[config.mk]
export PLATFORM = sky130hd
export DESIGN_NAME = utli_fifo
export DESIGN_NICKNAME = d
export VERILOG_FILES = /design/src/hdl/utli_pkg.sv /design/src/hdl/utli_fifo.sv
export SDC_FILE = /design/constraint.sdc
export NUM_CORES = 1
export LEC_CHECK = 0
export BUFFER_PORTS_ARGS = -buffer_cell sky130_fd_sc_hd__buf_2
export CAP_MARGIN = 5
export CORE_ASPECT_RATIO = 0.8
export CORE_MARGIN = 1
export CORE_UTILIZATION = 45
export DETAILED_ROUTE_END_ITERATION = 12
export GPL_ROUTABILITY_DRIVEN = 1
export GPL_TIMING_DRIVEN = 1
export HOLD_SLACK_MARGIN = 0.08
export PLACE_DENSITY = 0.65
export SYNTH_ARGS = -nofsm -noshare
export SYNTH_HDL_FRONTEND = slang
export SYNTH_SLANG_ARGS = --single-unit
export TNS_END_PERCENT = 20
[constraint.sdc]
create_clock -name clk -period 2.56 [get_ports clk]
set_clock_uncertainty 0.1 [all_clocks]
set_input_delay 0.128 -clock clk [delete_from_list [all_inputs] [get_ports clk]]
set_output_delay 0.128 -clock clk [all_outputs]
set_load 0.02 [all_outputs]
[src/hdl/utli_pkg.sv]
// Shared types and constants for the uniform-table linear interpolator.
package utli_pkg;

  localparam int TABLE_DEPTH_DEF = 64;
  localparam int MID_DEPTH = 4;
  localparam int OUT_DEPTH = 8;

  localparam logic [31:0] X_MIN_RST     = 32'd0;
  localparam logic [31:0] X_MAX_RST     = 32'd4128768;
  localparam logic [31:0] INV_STEP_RST  = 32'd65536;
  localparam logic [6:0]  TABLE_LEN_RST = 7'd64;

  typedef enum logic [1:0] {
    CFG_X_MIN     = 2'd0,
    CFG_X_MAX     = 2'd1,
    CFG_INV_STEP  = 2'd2,
    CFG_TABLE_LEN = 2'd3
  } cfg_reg_t;

  typedef enum logic {
    REQ_LOAD   = 1'b0,
    REQ_LOOKUP = 1'b1
  } req_kind_t;

  typedef enum logic [1:0] {
    ZONE_MID  = 2'd0,
    ZONE_LOW  = 2'd1,
    ZONE_HIGH = 2'd2
  } zone_t;

  typedef struct packed {
    logic signed [31:0] x_min;
    logic signed [31:0] x_max;
    logic [31:0]        inv_step;
  } cfg_t;

  typedef struct packed {
    req_kind_t   kind;
    zone_t       zone;
    logic [5:0]  entry_index;
    logic [31:0] data;
  } mid_item_t;

  localparam int MID_WIDTH = $bits(mid_item_t);
  localparam int OUT_WIDTH = 32;

endpackage

[src/hdl/utli_fifo.sv]
// Small register FIFO with occupancy count.
module utli_fifo #(
  parameter int WIDTH = utli_pkg::MID_WIDTH,
  parameter int DEPTH = utli_pkg::MID_DEPTH
) (
  input  logic                       clk,
  input  logic                       rst_n,
  input  logic                       push_i,
  input  logic [WIDTH-1:0]           wdata_i,
  output logic                       full_o,
  input  logic                       pop_i,
  output logic [WIDTH-1:0]           rdata_o,
  output logic                       empty_o,
  output logic [$clog2(DEPTH+1)-1:0] count_o
);
  localparam int PW = (DEPTH > 1) ? $clog2(DEPTH) : 1;
  localparam int CW = $clog2(DEPTH+1);

  logic [WIDTH-1:0] mem_r [DEPTH];
  logic [PW-1:0]    wr_ptr_r, wr_ptr_nxt;
  logic [PW-1:0]    rd_ptr_r, rd_ptr_nxt;
  logic [CW-1:0]    cnt_r, cnt_nxt;
  logic             do_push, do_pop;

  assign full_o  = (cnt_r == CW'(DEPTH));
  assign empty_o = (cnt_r == '0);
  assign count_o = cnt_r;
  assign rdata_o = mem_r[rd_ptr_r];
  assign do_push = push_i && !full_o;
  assign do_pop  = pop_i && !empty_o;

  always_comb begin
    wr_ptr_nxt = wr_ptr_r;
    rd_ptr_nxt = rd_ptr_r;
    cnt_nxt    = cnt_r;
    if (do_push) begin
      wr_ptr_nxt = (wr_ptr_r == PW'(DEPTH-1)) ? '0 : wr_ptr_r + 1'b1;
    end
    if (do_pop) begin
      rd_ptr_nxt = (rd_ptr_r == PW'(DEPTH-1)) ? '0 : rd_ptr_r + 1'b1;
    end
    if (do_push && !do_pop) begin
      cnt_nxt = cnt_r + 1'b1;
    end else if (do_pop && !do_push) begin
      cnt_nxt = cnt_r - 1'b1;
    end
  end

  always_ff @(posedge clk) begin
    if (!rst_n) begin
      wr_ptr_r <= '0;
      rd_ptr_r <= '0;
      cnt_r    <= '0;
    end else begin
      wr_ptr_r <= wr_ptr_nxt;
      rd_ptr_r <= rd_ptr_nxt;
      cnt_r    <= cnt_nxt;
    end
  end

  always_ff @(posedge clk) begin
    if (do_push) begin
      mem_r[wr_ptr_r] <= wdata_i;
    end
  end

  a_cnt_bound: assert property (@(posedge clk) disable iff (!rst_n)
    cnt_r <= CW'(DEPTH))
    else $error("fifo count beyond depth");

  a_cnt_drop: assert property (@(posedge clk) disable iff (!rst_n)
    (do_pop && !do_push) |=> (cnt_r == $past(cnt_r) - 1'b1))
    else $error("fifo count did not drop on a pop");

endmodule

==> metrics.txt, run 1 <==
outcome=complete, no violations; post-cts resize count=0; Die Ht=about 110 um; Clock Tree Buf Depth=2; final worst path period need=between 2 and 2.5 ns; GR Overflow Total=0; switching pwr=approximately 2.2 mW; IO Port Bufs=90; fmax=approximately 440 MHz; Pleak=approximately 2.8 nW; vias in the first global route=3,289; HPWL after detailed placement=about 6800 um; crit end category=flip-flop; Clk Latency, worst-skew pair=around 0.42 ns; dpl cells=around 540; VDD IR max=~640 uV; Seq/Total Area, Yosys=0.792; CTS tree=yes; largest net degree at the start of global routing=26; CP max FO=6; core area=roughly 0.014 mm^2; syn_area_per_cell=24.2 um^2; root buf cell=clkbuf_16; DR DRC count=0; Pins Over Slew Limit=0; yosys warns=0; Initial Util=0.468; share of cells above drive strength 1=0.414; GRT Total Usage=0.165; routability congestion estimate=roughly 0.69; via count=between 3,000 and 4,000; initial drt markers=roughly 150; WL/cell=18.1 um; post-DR vias/cell=between 5 and 6; Worst-Margin Slew=a little over 0.5 ns; clk slew on worst S/H paths=approximately 0.060 ns; crit path DAT=approximately 2.5 ns; Clock power frac=0.297; P&R area growth vs syn=27.5%; post-CTS setup buffers=0; row count=38; final cell count without fillers=~600; final net count=around 470; Synth Net Count=roughly 320; Flop pwr share=0.452; Yosys reg bits=between 150 and 200; number of antenna violations at the first check in global routing=0; CP Data Required Time=~2.8 ns; Internal=a little under 6 mW; io pins=91; drt pass-1 iters=4; critical path class=reg2reg; hold violation count in the final report=0; die area=0.0148 mm^2; Final Routed Wirelength=around 11,000 um; max_slew headroom=0.657; final setup fails=0; Power per Cell Area=975 mW/mm^2; Hold Path Class=in2reg; Unique masters post-synth=26; post-synthesis instance area=0.00645 mm^2; crit share post-route=0.887; RSZ-0062 raised after global routing=no; startpoint types=flip-flop; Die Wd=roughly 140 um; Gate Count Post-Synth=around 270; Gate power share=0.251; TritonCTS buffer count=17; Final ANT Viol Nets=0; hold_ws=approximately 0.16 ns; diode count=0; clock sink total=173; Setup TNS=0 ns; first-pass GRT wire length=about 17,000 um; Switching Fraction=0.280; H-tree depth=4; Max-Cap Viols=0
[sequential cells by signal (all words and copies together), names as in the netlist, named ones only]
name and flops:
count_o 3, mem_r 164, rd_ptr_r 2, wr_ptr_r 2
[critical path, cell delays in order, from the launching register on]
cell	delay, ns
dfxtp_1	0.39
o31ai_1	0.36
ha_1	0.25
inv_1	0.06
fa_1	0.38
xor2_1	0.19
or3_1	0.30
a21boi_0	0.16
[final cells by class]
type | count | area (um^2)
repair buffers | 146 | 1100
multi-input cells | 78 | 1210
well taps | 180 | 225
flip-flops and latches | 173 | 5110
clock buffers | 22 | 464
inverters | 3 | 11.3
fillers | 1061 | 5570
clock inverters | 10 | 92.6
[per-layer routing]
| metal | share of wire | wire length (um) | vias to the layer above | GRT usage |
|---|---|---|---|---|
| met5 | 0 | 0 | - | 0 |
| met4 | 0.0059 | 65 | 0 | 0.0626 |
| met3 | 0.059 | 659 | 7 | 0.0581 |
| met2 | 0.50 | 5500 | 81 | 0.269 |
| met1 | 0.44 | 4880 | 1590 | 0.204 |
| li1 | - | - | 1421 | - |
[synthesized netlist by cell type]
| master | n | share of area |
|---|---|---|
| xor2_1 | 1 | 0.0014 |
| o31ai_1 | 1 | 0.0012 |
| mux4_2 | 40 | 0.14 |
| clkbuf_1 | 1 | 0.00058 |
| o21ai_0 | 3 | 0.0023 |
| nor2_1 | 2 | 0.0012 |
| nor2b_1 | 2 | 0.0019 |
| xnor2_1 | 1 | 0.0014 |
| ha_1 | 6 | 0.012 |
| buf_1 | 1 | 0.00058 |
| buf_12 | 4 | 0.012 |
| buf_6 | 1 | 0.0017 |
| fa_1 | 1 | 0.0031 |
| buf_2 | 5 | 0.0039 |
| or3_1 | 1 | 0.00097 |
| and2_1 | 5 | 0.0049 |
| a21boi_0 | 1 | 0.0012 |
| nor3b_2 | 1 | 0.0019 |
| nand2_1 | 6 | 0.0035 |
| dfxtp_1 | 9 | 0.028 |
| nand3_1 | 2 | 0.0016 |
| inv_1 | 3 | 0.0017 |
| edfxtp_1 | 164 | 0.76 |
| mux4_1 | 1 | 0.0041 |
| nor3_1 | 1 | 0.00078 |
| mux2i_1 | 3 | 0.0047 |
[worst paths after layout]
check | startpoint | to | slack [ns] | cells past startpoint
max reg2reg | count_o[0]$_SDFFE_PN0P_ | count_o[2]$_SDFFE_PN0P_ | 0.29 | 7
min | push_i | wr_ptr_r[1]$_SDFFE_PN0P_ | 0.16 | 4
min reg2reg | wr_ptr_r[1]$_SDFFE_PN0P_ | wr_ptr_r[1]$_SDFFE_PN0P_ | 0.41 | 2
max | count_o[0]$_SDFFE_PN0P_ | count_o[2]$_SDFFE_PN0P_ | 0.29 | 7
[timing repair]
item | in CTS | in global routing
endpoints found under the hold margin | 173 | 0
hold buffers | 43 | 0
setup endpoints to repair | 0 | 0
[per-stage QoR]
stage / cell area [um^2] / total power [mW] / utilization / setup slack [ns]
2_1_floorplan: 6450 / 5.06 / - / 0.0570
3_3_place_gp: 7230 / 5.65 / 0.525 / 0.453
3_5_place_dp: 7230 / 5.69 / 0.525 / 0.241
4_1_cts: 8220 / 8.12 / 0.596 / 0.239
5_1_grt: 8220 / 8.39 / 0.596 / 0.0782
6_report: 8220 / 8.01 / 0.596 / 0.288
[cells by family (layout without fill, tap and decap cells)]
group                      count (synthesis)  count (layout)  synth area share
DFF                                      173             173             0.792
adders and majority gates                  7               7            0.0147
and+or+nand+nor                           20              20            0.0167
buffers and inverters                     15             181            0.0210
xor gates and xnor gates                   2               2           0.00272
muxes                                     44              44             0.148
AOI/OAI and AO/OA                          5               5           0.00466
[power groups by stage]
| stage | Sequential (mW) | Combinational (mW) | Clock (mW) |
|---|---|---|---|
| floorplan | 3.61 | 1.45 | 0 |
| global placement | 3.68 | 1.97 | 0 |
| detailed placement | 3.70 | 2.00 | 0 |
| CTS | 3.64 | 2.06 | 2.43 |
| global route | 3.67 | 2.17 | 2.55 |
| finish | 3.63 | 2.01 | 2.38 |
[cells in the final DEF (no fill, tap or decap)]
master           n
and2_2           4
nand2_1          6
mux2i_1          3
clkinvlp_4       4
xnor2_1          1
xor2_1           1
a21boi_0         1
and2_1           1
nor2b_1          2
dfxtp_1          7
o21ai_0          3
or3_1            1
clkbuf_8         2
dfxtp_4          1
clkinv_2         3
edfxtp_1       164
buf_4            3
nor3b_2          1
inv_1            3
buf_2           90
nand3_1          2
mux4_2          40
o31ai_1          1
nor2_1           2
fa_1             1
clkinv_4         2
bufinv_16        1
dlygate4sd3_1   43
buf_12          10
ha_1             6
clkbuf_1         3
dfxtp_2          1
clkbuf_16       17
nor3_1           1
mux4_1           1
Note: power is estimated with default switching activity, not from simulation.
==> run 2: changes to the inputs <==
--- a/config.mk
+++ b/config.mk
@@ -7,14 +7,14 @@
 export LEC_CHECK = 0
 export BUFFER_PORTS_ARGS = -buffer_cell sky130_fd_sc_hd__buf_2
 export CAP_MARGIN = 5
-export CORE_ASPECT_RATIO = 0.8
+export CORE_ASPECT_RATIO = 1.2
 export CORE_MARGIN = 1
-export CORE_UTILIZATION = 45
+export CORE_UTILIZATION = 48
 export DETAILED_ROUTE_END_ITERATION = 12
 export GPL_ROUTABILITY_DRIVEN = 1
 export GPL_TIMING_DRIVEN = 1
 export HOLD_SLACK_MARGIN = 0.08
-export PLACE_DENSITY = 0.65
+export PLACE_DENSITY = 0.69
 export SYNTH_ARGS = -nofsm -noshare
 export SYNTH_HDL_FRONTEND = slang
 export SYNTH_SLANG_ARGS = --single-unit
==> run 2 against run 1 <==
Net effect: combinational power down 3%; global-route usage up 0.65 points; sequential cell count unchanged; sequential share of layout area up 0.50 points; critical path type unchanged; largest cell class unchanged.
==> metrics.txt, run 2 (synthesis gave the netlist of run 1 again) <==
Final ANT Viol Nets=0 (unchanged); outcome=complete, no violations; Top Metal Used=met4; Die Wd=108 um (-21%); TritonCTS buffer count=17 (unchanged); root buf cell=clkbuf_16; startpoint types=flip-flop; WL/cell=18.2 um (+0.37%); final net count=472 (+0.21%); crit path DAT=2.56 ns (+0.05 ns); RSZ-0062 raised after global routing=no; M1 WL=4620 um (-5.3%); largest net degree at the start of global routing=29 (+12%); Worst-Margin Slew=0.574 ns (+0.0591 ns); CP Data Required Time=2.80 ns (about the same); crit share post-route=0.904 (+0.0167); most common cell after layout, fill and taps aside=edfxtp_1; Power per Cell Area=996 mW/mm^2 (+2.1%); critical path class=reg2reg; Max-Cap Viols=0 (unchanged); die area=0.0139 mm^2 (-6.2%); Die Ht=129 um (+18%); CP max FO=6 (unchanged); max_slew headroom=0.617 (-0.0394); post-CTS setup buffers=0 (unchanged); final cell count without fillers=602 (-1.6%); DR WL met3=525 um (-20%); number of antenna violations at the first check in global routing=1 (+1); crit end category=flip-flop; met2 WL=5650 um (+2.7%); row count=46 (+21%); CTS tree=yes; dpl cells=526 (-2.0%); vias in the first global route=3,288 (-0.030%); Setup TNS=0 ns (unchanged); via count=3,153 (+1.7%); DR DRC count=0 (unchanged); HPWL after detailed placement=6680 um (-1.6%); Clock Tree Buf Depth=2 (unchanged); IO Port Bufs=90 (unchanged); clock sink total=173 (unchanged); Pleak=2.85 nW (+0.35%); final worst path period need=2.31 ns (+0.0428 ns); Pins Over Slew Limit=0 (unchanged); final core utilization=0.619 (+0.0226); first-pass GRT wire length=17,100 um (-0.57%); fmax=432 MHz (-1.9%); GRT Total Usage=0.172 (+0.00654); largest register by flop count=mem_r; Pwr Total=8.12 mW (+1.3%); clk slew on worst S/H paths=0.06 ns (about the same); share of cells above drive strength 1=0.420 (+0.00597); io pins=91 (unchanged); P&R area growth vs syn=26.5%; Initial Util=0.489 (+0.0216); Final Routed Wirelength=11,000 um (-1.3%); routability congestion estimate=0.676 (-1.4%); commonest cells after routing, fill and taps aside=edfxtp_1 (164), buf_2 (90), dlygate4sd3_1 (43), mux4_2 (40), clkbuf_16 (17); FF+latch area=0.00511 mm^2 (unchanged); post-DR vias/cell=5.24 (+3.4%); Hold Path Class=in2reg; GR Overflow Total=0 (unchanged); Clk Latency, worst-skew pair=0.41 ns (about the same); final setup fails=0 (unchanged); VDD IR max=545 uV (-15%); FILL cells=942 (-11%); core area=0.0132 mm^2 (-4.4%); Largest register FFs=164 (unchanged); initial drt markers=145 (-0.68%); hold violation count in the final report=0 (unchanged); H-tree depth=4 (unchanged); multi-input logic area=0.00121 mm^2 (unchanged); drt pass-1 iters=6 (+2)
## run 2: cell types whose count changed in the layout (fill, tap and decap cells not counted), moves of 2 or more
cell,previous run,this run
buf_4,3,12
clkbuf_1,3,1
clkinv_2,3,1
buf_12,10,2
inv_6,0,6
clkinvlp_4,4,1
## run 2: worst paths after layout
| check | start | endpoint | slack (ns) | cells past startpoint |
|---|---|---|---|---|
| worst min register to register | wr_ptr_r[1]$_SDFFE_PN0P_ | wr_ptr_r[1]$_SDFFE_PN0P_ | 0.42 | 2 |
| worst max register to register | count_o[0]$_SDFFE_PN0P_ | count_o[2]$_SDFFE_PN0P_ | 0.25 | 7 |
| worst max-delay path | count_o[0]$_SDFFE_PN0P_ | count_o[2]$_SDFFE_PN0P_ | 0.25 | 7 |
| worst min-delay path | push_i | wr_ptr_r[0]$_SDFFE_PN0P_ | 0.17 | 4 |
## run 2: layout make-up
type	count	area share
sequential	173	0.627
clock buffer	19	0.0543
timing repair buffer	147	0.124
antenna	1	0.000307
clock inverter	13	0.0189
inverter	3	0.00138
tap	168	0.0258
multi-input combinational	78	0.149
## run 2: per-layer routing
metal	track usage	vias to the layer above
li1	-	1417
met1	0.212	1636
met2	0.287	84
met3	0.0491	16
met4	0.0669	0
met5	0	-
## run 2: through the flow
step	setup slack, ns	hold slack (ns)	area [um^2]
floorplan	0.0570	0.127	6450
global placement	0.440	0.238	7120
detailed placement	0.216	0.244	7120
CTS	0.225	0.159	8150
global route	0.194	0.173	8150
finish	0.245	0.173	8150
## run 2: power breakdown
part | switching (mW) | internal (mW) | leakage (nW) | total, mW
logic | 1.05 | 0.893 | 0.977 | 1.94
registers | 0.181 | 3.45 | 1.58 | 3.63
clock network | 1.05 | 1.49 | 0.292 | 2.54
total | 2.28 | 5.83 | 2.85 | 8.12
## run 2: critical path: stages, from the launching register on
cell and delay, ns:
dfxtp_1 0.38, o31ai_1 0.38, ha_1 0.27, inv_1 0.07
fa_1 0.38, xor2_1 0.18, or3_1 0.31, a21boi_0 0.16
## run 2: what timing repair did
| item | in CTS | in global routing |
|---|---|---|
| endpoints found under the hold margin | 173 | 0 |
| endpoints found under the setup margin | 0 | 0 |
| hold buffers | 43 | 0 |
| gates resized for setup | 0 | 0 |
