$ cat src/hdl/utli_pkg.sv
// Shared types and constants for the uniform-table linear interpolator.
package utli_pkg;

  localparam int TABLE_DEPTH_DEF = 64;
  localparam int MID_DEPTH = 4;
  localparam int OUT_DEPTH = 8;

  localparam logic [31:0] X_MIN_RST     = 32'd0;
  localparam logic [31:0] X_MAX_RST     = 32'd4128768;
  localparam logic [31:0] INV_STEP_RST  = 32'd65536;
  localparam logic [6:0]  TABLE_LEN_RST = 7'd64;

  typedef enum logic [1:0] {
    CFG_X_MIN     = 2'd0,
    CFG_X_MAX     = 2'd1,
    CFG_INV_STEP  = 2'd2,
    CFG_TABLE_LEN = 2'd3
  } cfg_reg_t;

  typedef enum logic {
    REQ_LOAD   = 1'b0,
    REQ_LOOKUP = 1'b1
  } req_kind_t;

  typedef enum logic [1:0] {
    ZONE_MID  = 2'd0,
    ZONE_LOW  = 2'd1,
    ZONE_HIGH = 2'd2
  } zone_t;

  typedef struct packed {
    logic signed [31:0] x_min;
    logic signed [31:0] x_max;
    logic [31:0]        inv_step;
  } cfg_t;

  typedef struct packed {
    req_kind_t   kind;
    zone_t       zone;
    logic [5:0]  entry_index;
    logic [31:0] data;
  } mid_item_t;

  localparam int MID_WIDTH = $bits(mid_item_t);
  localparam int OUT_WIDTH = 32;

endpackage

$ cat src/hdl/utli_front.sv
// Front end: accepts input beats, classifies lookups against the range and forms the offset.
module utli_front (
  input  logic                in_push,
  input  logic                in_req_type,
  input  logic [5:0]          in_entry_index,
  input  logic signed [31:0]  in_entry_value,
  input  logic signed [31:0]  in_x_value,
  input  utli_pkg::cfg_t      cfg_i,
  input  logic                mid_full_i,
  output logic                in_full,
  output logic                mid_push_o,
  output utli_pkg::mid_item_t mid_item_o
);
  import utli_pkg::*;

  logic signed [32:0] diff;

  assign in_full    = mid_full_i;
  assign mid_push_o = in_push && !mid_full_i;
  assign diff       = 33'(in_x_value) - 33'(cfg_i.x_min);

  always_comb begin
    mid_item_o.kind        = req_kind_t'(in_req_type);
    mid_item_o.entry_index = in_entry_index;
    if (in_x_value >= cfg_i.x_max) begin
      mid_item_o.zone = ZONE_HIGH;
    end else if (in_x_value <= cfg_i.x_min) begin
      mid_item_o.zone = ZONE_LOW;
    end else begin
      mid_item_o.zone = ZONE_MID;
    end
    if (req_kind_t'(in_req_type) == REQ_LOAD) begin
      mid_item_o.data = in_entry_value;
    end else begin
      mid_item_o.data = diff[31:0];
    end
  end

endmodule

$ cat config.mk
export PLATFORM = sky130hd
export DESIGN_NAME = utli_front
export DESIGN_NICKNAME = d
export VERILOG_FILES = /design/src/hdl/utli_pkg.sv /design/src/hdl/utli_front.sv
export SDC_FILE = /design/constraint.sdc
export NUM_CORES = 1
export LEC_CHECK = 0
export BUFFER_PORTS_ARGS = -buffer_cell sky130_fd_sc_hd__buf_4
export CAP_MARGIN = 40
export CORE_ASPECT_RATIO = 1.4
export CORE_MARGIN = 4
export CORE_UTILIZATION = 31
export DETAILED_ROUTE_END_ITERATION = 10
export GPL_TIMING_DRIVEN = 0
export PLACE_DENSITY_LB_ADDON = 0.25
export SETUP_SLACK_MARGIN = 0.4
export SKIP_LAST_GASP = 1
export SLEW_MARGIN = 20
export SYNTH_ARGS = -nofsm -noshare
export SYNTH_HDL_FRONTEND = slang
export SYNTH_SLANG_ARGS = --single-unit
$ cat constraint.sdc
create_clock -name vclk -period 5.1
set_input_delay 1.02 -clock vclk [all_inputs]
set_output_delay 1.02 -clock vclk [all_outputs]
set_load 0.005 [all_outputs]
==> metrics, run 1 <==
status=completed; Via density=approximately 5; Final nets=875; Yosys top cell area share=between 20% and 30%; met2 wire len=between 6 and 7 mm; largest area contributor in the netlist=ha_1; row cnt=43; per-cell routed wire length=between 10 and 15 um; Worst path slowest cell=fa_1; die extent in x=roughly 93 um; kind of end point of the critical path=primary output; crit path buf inv count=4; Tmin final=4.54 ns; Post-Syn Instances=approximately 470; crit-path max FO=4; placed cell count=774; Initial Utilization=a little under a third; CP Cell Sequence=buf_4 -> inv_1 -> ha_1 -> inv_1 -> fa_1 -> a21o_1 -> a21oi_2 -> o211ai_2 -> nand3_1 -> o211a_1 -> a211oi_1 -> o21a_1 -> o31ai_1 -> buf_4; dpl hpwl=between 10 and 15 mm; port bufs=~170; Worst path max stage delay=between 0.4 and 0.5 ns; setup TNS=0 ns; most common cell in the netlist=inv_1; Top Layer Used=met4; I/O pins=roughly 210; Slew Viols, Final=0; Fin. Hold Viols=0; leakage power=0.00252 uW; max-cap violations=0; Ys Warns=0; CP Class=input pin to primary output; first-pass GRT wire length=between 15 and 20 mm; setup-violating endpoint count in the final report=0; RSZ-0062 raised after global routing=true; Max Freq=approximately 0.22 GHz; initial antenna violation count=0; Iter 0 DRT Violations=96; synthesized area per cell=approximately 6.8 um2; FF/Latch Area=0 um2; Seq/Total Area, Yosys=0%; area grow syn2layout=46.6%; Die Height=128 um; WL met1=between 4 and 5 mm; final WL=11.4 mm; layout cells sized above 1=approximately 34%; # DRC=0; Cell Count, Final, Fillers Out=around 770; CP Capture Point=mid_item_o[28]; utilization after layout=46.7%; vias in the first global route=3937; Final period util=between 80% and 90%; total number of vias=3913; DP Worst Slack=0.560 ns; Pwr Density=111 mW/mm2; worst path required time=just over 4 ns; metal3 WL=between 700 and 800 um; Min-Delay Path Class=input pin to primary output; Final ANT Viol Nets=0; Max transition margin=~52%; largest net degree at the start of global routing=11; n_diodes=0; count of different cell masters after synthesis=53; FF+latch count=0; DIE AREA=around 0.012 mm2; Worst Max-Slew Pin Slew=about 0.73 ns; crit start category=input pin; synth cell count leaders=inv_1 (76), ha_1 (64), a21oi_1 (42); GRT overflow=0; maximum vdd ir drop=roughly 0.05 mV; clock buffer count=0; total track usage=around 18%; Final WS setup=approximately 0.56 ns; Worst setup startpoint=in_x_value[0]; Crit path max-delay family=compound AO/OA/AOI/OAI gates; Post-Syn Nets=700; Mapped Area=0.00317 mm2; hold buffers post-CTS=0; critical path depth=14; gpl congestion=approximately 0.88; Worst EP arrival=approximately 3.5 ns; core area=0.00995 mm2; first-pass detailed-route iteration total=4; Area contributors post-synth=ha_1 (25%), inv_1 (9.0%), a21oi_1 (6.6%), mux2_2 (6.0%), a21o_1 (5.9%)
## stage by stage
step	total power [uW]	hold WS, ns	cell area [um2]
global placement	509	2.21	4640
detailed placement	514	2.21	4640
finish	517	2.21	4640
floorplan	296	2.07	3170
global route	577	2.21	4640
CTS	518	2.21	4640
## report_power, final
| part | leakage, uW | switching, uW | internal, uW |
|---|---|---|---|
| combinational | 0.00252 | 244 | 273 |
| sequential | 0 | 0 | 0 |
| clock | 0 | 0 | 0 |
## layout make-up
type	instances	area (um2)
Inverter	76	285
Multi-Input combinational cell	373	2770
Buffer	17	119
Timing Repair Buffer	173	1300
Fill cell	1078	5310
Tap cell	135	169
## cells in the final DEF, fill, tap and decap left out, types with 2 or more instances in the layout
cell      instances
a21oi_2           4
nand3_1           9
o21ai_2           2
buf_4           182
nand2_1          38
o21bai_1          2
ha_1             64
and2_1            2
nand2b_1          3
o211ai_2          2
xnor2_1          18
nand3b_1          2
nand4_1          15
mux2_2           17
a21oi_1          42
o31ai_1           4
a21o_1           25
o21ai_0          28
nor3_1            9
or4_1             3
and2b_2           2
or3_1             5
a31oi_1           4
nor2b_1           6
o21a_1            6
xor2_1            5
a221oi_1          2
clkbuf_1          5
o211ai_1          4
clkbuf_8          2
a211oi_1          4
nor2_1           26
inv_1            76
## what timing repair did
item,CTS,global route
setup endpoints to repair,0,3
setup buffers,0,0
gates resized for setup,0,2
hold endpoints to repair,0,0
## cell families after synthesis
group	count (synthesis)	synth area share [%]
buf+inv	93	12.8
compound gates	143	29.4
mux	18	6.36
fa+ha+maj	65	25.9
xor+xnor	23	6.36
simple gates	124	19.2
## routing by layer
layer / track usage, % / vias to the layer above
met2: 36.2 / 137
li1: - / 2006
met5: 0 / -
met3: 1.71 / 20
met4: 3.80 / 0
met1: 19.7 / 1750
## how the worst min path moves through the flow
| stage | start | endpoint | slack (ns) | depth (start not counted) |
|---|---|---|---|---|
| 5_1_grt | in_entry_index[3] | mid_item_o[35] | 2.21 | 2 |
| 3_5_place_dp | in_entry_index[3] | mid_item_o[35] | 2.21 | 2 |
| 2_1_floorplan | mid_full_i | mid_push_o | 2.07 | 1 |
| 4_1_cts | in_entry_index[1] | mid_item_o[33] | 2.21 | 2 |
| 6_report | in_entry_index[1] | mid_item_o[33] | 2.21 | 2 |
| 3_3_place_gp | in_entry_index[3] | mid_item_o[35] | 2.21 | 2 |
(Power assumes the default switching activity.)
==> run 2, diff against run 1 <==
--- a/config.mk
+++ b/config.mk
@@ -13,6 +13,7 @@
 export DETAILED_ROUTE_END_ITERATION = 10
 export GPL_TIMING_DRIVEN = 0
 export PLACE_DENSITY_LB_ADDON = 0.25
+export REMOVE_ABC_BUFFERS = 1
 export SETUP_SLACK_MARGIN = 0.4
 export SKIP_LAST_GASP = 1
 export SLEW_MARGIN = 20
==> run 2 against run 1 <==
  * First-iteration DRC count decreased by 5.2%
  * Sequential share of layout area unchanged
  * Global-route usage decreased by 0.28 points
  * Total power decreased by 2.2%
  * Fmax increased by 0.10%
  * Worst hold slack got worse by 0.17 ns
  * Routed wire length decreased by 2.7%
  * Critical endpoint is now mid_item_o[20]
==> metrics, run 2 (synthesized netlist as in run 1, its figures left out) <==
gpl congestion=0.817 (-7.5%); Worst path max stage delay=0.39 ns (-0.02 ns); power share of the combinational group=100.0% (about the same); clock power share=0% (unchanged); die extent in x=93.4 um (unchanged); Worst EP arrival=3.51 ns (about the same); Worst Max-Slew Pin Slew=0.464 ns (-0.261 ns); max-cap violations=0 (unchanged); CP Cell Sequence=buf_4 -> inv_1 -> ha_1 -> inv_1 -> fa_1 -> a21o_1 -> a21oi_2 -> o211ai_2 -> nand3_1 -> o211ai_2 -> a211oi_1 -> xnor2_1 -> mux2_2 -> buf_4; total track usage=17.7% (-0.28 points); total number of vias=3800 (-2.9%); I/O pins=212 (unchanged); DIE AREA=0.0119 mm2 (unchanged); vias in the first global route=3937 (unchanged); clock buffer count=0 (unchanged); Post-CTS Setup Bufs=0 (unchanged); FF+latch count=0 (unchanged); Final period util=88.9% (-0.091 points); kind of end point of the critical path=primary output; switch share=47.5% (+0.24 points); placed cell count=753 (-2.7%); Int Power=265 uW (-2.6%); per-cell routed wire length=14.7 um (about the same); final WL=11.1 mm (-2.7%); Power Total=506 uW (-2.2%); utilization after layout=45.3% (-1.4 points); first-pass GRT wire length=17.6 mm (-0.97%); crit start category=input pin; port bufs=168 (-2.9%); maximum vdd ir drop=0.0509 mV (+1.7%); FF/Latch Area=0 um2 (unchanged); CP Class=input pin to primary output; filler cell count=1098 (+1.9%); most frequent cells in the layout=buf_4 (168), inv_1 (76), ha_1 (64); Pwr Density=112 mW/mm2 (+0.82%); Max transition margin=69.0% (+17 points); row cnt=43 (unchanged); core area=0.00995 mm2 (unchanged); setup-violating endpoint count in the final report=0 (unchanged); layout cells sized above 1=32.4% (-1.4 points); dpl hpwl=9.72 mm (-3.1%); worst path required time=4.08 ns (about the same); Initial Utilization=31.8% (unchanged); Final WS setup=0.566 ns (+0.00465 ns); Final nets=854 (-2.4%); RSZ-0062 raised after global routing=true; initial antenna violation count=0 (unchanged); Tmin final=4.53 ns (-0.00465 ns); DP Worst Slack=0.517 ns (-0.0428 ns); most common cell after layout, fill and taps aside=buf_4; GRT overflow=0 (unchanged); leakage power=0.00244 uW (-3.5%); Net Switching=240 uW (-1.7%); Worst path slowest cell=fa_1; # DRC=0 (unchanged); area grow syn2layout=42.2%; first-pass detailed-route iteration total=4 (unchanged); status=completed; Max Freq=0.221 GHz (+0.10%); crit-path max FO=4 (unchanged); Cell Count, Final, Fillers Out=753 (-2.7%); Final ANT Viol Nets=0 (unchanged); Slew Viols, Final=0 (unchanged); Sequential Power Share=0% (unchanged); largest net degree at the start of global routing=36 (+25); Via density=5.05 (-0.18%); Fin. Hold Viols=0 (unchanged); Die Height=128 um (unchanged); setup TNS=0 ns (unchanged); Iter 0 DRT Violations=91 (-5.2%); Min-Delay Path Class=input pin to primary output; n_diodes=0 (unchanged)
-- run 2: power groups by stage --
| stage | combinational (uW) | clock (uW) | sequential [uW] |
|---|---|---|---|
| 3_5_place_dp | 505 | 0 | 0 |
| 5_1_grt | 565 | 0 | 0 |
| 6_report | 506 | 0 | 0 |
| 4_1_cts | 508 | 0 | 0 |
| 2_1_floorplan | 284 | 0 | 0 |
| 3_3_place_gp | 499 | 0 | 0 |
-- run 2: worst max-delay path: cells and delay by family --
kind,cells,cell delay (ns)
simple gates,1,0.17
mux,1,0.27
xor+xnor,1,0.11
fa+ha+maj,2,0.56
buf+inv,4,0.36
compound gates,5,1.01
-- run 2: area by class of cell --
class	instances	area (um2)	share of cell area, %
multi-input cells	373	2780	61.6
inverters	76	285	6.33
repair buffers	169	1280	28.3
well taps	135	169	3.75
-- run 2: per-stage QoR --
| stage | hold WS, ns | area (um2) |
|---|---|---|
| after floorplan | 2.04 | 3050 |
| after global placement | 2.04 | 4480 |
| after detailed placement | 2.04 | 4490 |
| after CTS | 2.04 | 4490 |
| after global routing | 2.04 | 4510 |
| final | 2.04 | 4510 |
-- run 2: worst paths after layout --
kind                         startpoint        endpoint  slack (ns)  depth (start not counted)
worst max-delay path      in_x_value[0]  mid_item_o[20]        0.57                         14
worst min-delay path  in_entry_index[5]  mid_item_o[37]        2.04                          0
-- run 2: what timing repair did --
item | 4_1_cts | 5_1_grt
hold buffers | 0 | 0
resized for setup | 0 | 2
endpoints found under the setup margin | 0 | 4
-- run 2: per-layer routing --
metal | GRT usage [%] | part of all wire (%) | vias up | wire length (um)
met5 | 0 | 0 | - | 0
met4 | 0.863 | 0.53 | 0 | 59
met1 | 19.3 | 37 | 1725 | 4080
met3 | 3.12 | 7.2 | 6 | 802
met2 | 36.1 | 55 | 118 | 6130
li1 | - | - | 1951 | -
==> run 3, diff against run 2 <==
--- a/config.mk
+++ b/config.mk
@@ -11,7 +11,7 @@
 export CORE_MARGIN = 4
 export CORE_UTILIZATION = 31
 export DETAILED_ROUTE_END_ITERATION = 10
-export GPL_TIMING_DRIVEN = 0
+export GPL_TIMING_DRIVEN = 1
 export PLACE_DENSITY_LB_ADDON = 0.25
 export REMOVE_ABC_BUFFERS = 1
 export SETUP_SLACK_MARGIN = 0.4
==> constraint.sdc (replaced) <==
create_clock -name vclk -period 5.3
set_input_delay 1.06 -clock vclk [all_inputs]
set_output_delay 1.06 -clock vclk [all_outputs]
set_load 0.005 [all_outputs]
==> run 3 against run 2 <==
  * Critical path depth decreased by 3
  * Cell area about the same
  * Largest power group unchanged
  * Critical endpoint is now mid_item_o[29]
  * Final cell count increased by 0.13%
==> metrics, run 3 (synthesized netlist as in run 1, its figures left out) <==
RSZ-0062 raised after global routing=false; Max transition margin=69.4% (+0.36 points); met3 usage=3.00% (-0.12 points); Die Height=128 um (unchanged); vias in the first global route=3941 (+0.10%); CP Capture Point=mid_item_o[29]; gpl congestion=0.818 (+0.18%); hold buffers post-CTS=0 (unchanged); worst path required time=4.24 ns (+0.16 ns); FF+latch count=0 (unchanged); Post-CTS Setup Bufs=0 (unchanged); Tmin final=4.67 ns; cts repair resizes=0 (unchanged); total number of vias=3789 (-0.29%); GRT overflow=0 (unchanged); final WL=11.0 mm (-0.66%); Slew Viols, Final=0 (unchanged); Worst setup startpoint=in_x_value[4]; Worst Max-Slew Pin Slew=0.459 ns (-0.00489 ns); # DRC=0 (unchanged); GRT Max-Usage Layer=met2; Initial Utilization=31.8% (unchanged); leakage power=0.00244 uW (+0.27%); port bufs=168 (unchanged); Final ANT Viol Nets=0 (unchanged); Worst EP arrival=3.61 ns (+0.10 ns); Via density=5.03 (-0.42%); Iter 0 DRT Violations=90 (-1.1%); max-cap violations=0 (unchanged); n_diodes=0 (unchanged); Pwr Density=108 mW/mm2 (-4.0%); setup TNS=0 ns (unchanged); total track usage=17.7% (unchanged); crit-path max FO=5 (+1); maximum vdd ir drop=0.0457 mV (-10%); DIE AREA=0.0119 mm2 (unchanged); die extent in x=93.4 um (unchanged); per-cell routed wire length=14.6 um (-0.79%); most common cell after layout, fill and taps aside=buf_4; first-pass detailed-route iteration total=4 (unchanged); first-pass GRT wire length=17.7 mm (+0.51%); I/O pins=212 (unchanged); Final period util=88.1%; core area=0.00995 mm2 (unchanged); FF/Latch Area=0 um2 (unchanged); area grow syn2layout=42.1% (about the same); Final nets=855 (+0.12%); kind of end point of the critical path=primary output; row cnt=43 (unchanged); global routing usage on met2=35.4% (-0.72 points); Min-Delay Path Class=input pin to primary output; initial antenna violation count=0 (unchanged); GRT met1 Usage=19.2% (-0.11 points); Max Freq=about 0.21 GHz; status=completed; crit start category=input pin; Fin. Hold Viols=0 (unchanged); layout cells sized above 1=32.1% (-0.21 points); most frequent cells in the layout=buf_4 (169), inv_1 (76), ha_1 (64); dpl hpwl=9.65 mm (-0.77%); largest net degree at the start of global routing=35 (-2.8%); setup-violating endpoint count in the final report=0 (unchanged); clock buffer count=0 (unchanged); CP Class=input pin to primary output; DP Worst Slack=0.644 ns (+0.127 ns); Final WS setup=0.630 ns (+0.0636 ns)
-- run 3: cell count changes in the layout (fill, tap and decap cells not counted), sizes merged --
| cell | change |
|---|---|
| buf | +1 |
-- run 3: worst min-delay path by stage --
stage / from / end / slack (ns) / cells after the start
after floorplan: mid_full_i / in_full / 2.12 / 0
after CTS: in_entry_index[5] / mid_item_o[37] / 2.12 / 0
after global placement: in_entry_index[5] / mid_item_o[37] / 2.12 / 0
after detailed placement: in_entry_index[5] / mid_item_o[37] / 2.12 / 0
final: in_entry_index[5] / mid_item_o[37] / 2.12 / 0
after global routing: in_entry_index[5] / mid_item_o[37] / 2.12 / 0
-- run 3: layer usage --
| metal | wire length (um) | up-vias |
|---|---|---|
| li1 | - | 1958 |
| met1 | 4050 | 1700 |
| met2 | 5980 | 117 |
| met3 | 756 | 14 |
| met4 | 208 | 0 |
| met5 | 0 | - |
-- run 3: through the flow --
| step | cells | power (uW) | hold WS (ns) | instance area [um2] | utilization [%] |
|---|---|---|---|---|---|
| detailed placement | 753 | 485 | 2.12 | 4490 | 45.1 |
| floorplan | 449 | 273 | 2.12 | 3050 | - |
| finish | 754 | 485 | 2.12 | 4500 | 45.2 |
| global route | 754 | 542 | 2.12 | 4500 | 45.2 |
| CTS | 753 | 489 | 2.12 | 4490 | 45.1 |
| global placement | 753 | 480 | 2.12 | 4490 | 45.1 |
-- run 3: worst max-delay path, stage by stage --
cell       delay, ns
buf_4           0.12
ha_1            0.36
a211oi_1        0.31
o211ai_1        0.15
o21ai_1         0.33
o22ai_1         0.24
o2111ai_2       0.35
o21ai_1         0.13
xor2_1          0.16
mux2_2          0.26
buf_4           0.13
-- run 3: area by class of cell --
type / count / area, um2
Timing Repair Buffer: 170 / 1280
Inverter: 76 / 285
Fill cell: 1096 / 5450
Tap cell: 135 / 169
Multi-Input combinational cell: 373 / 2760
-- run 3: report_power, final --
part | total (uW) | switching, uW | internal (uW)
sequential | 0 | 0 | 0
combinational | 485 | 230 | 255
clock | 0 | 0 | 0
total | 485 | 230 | 255
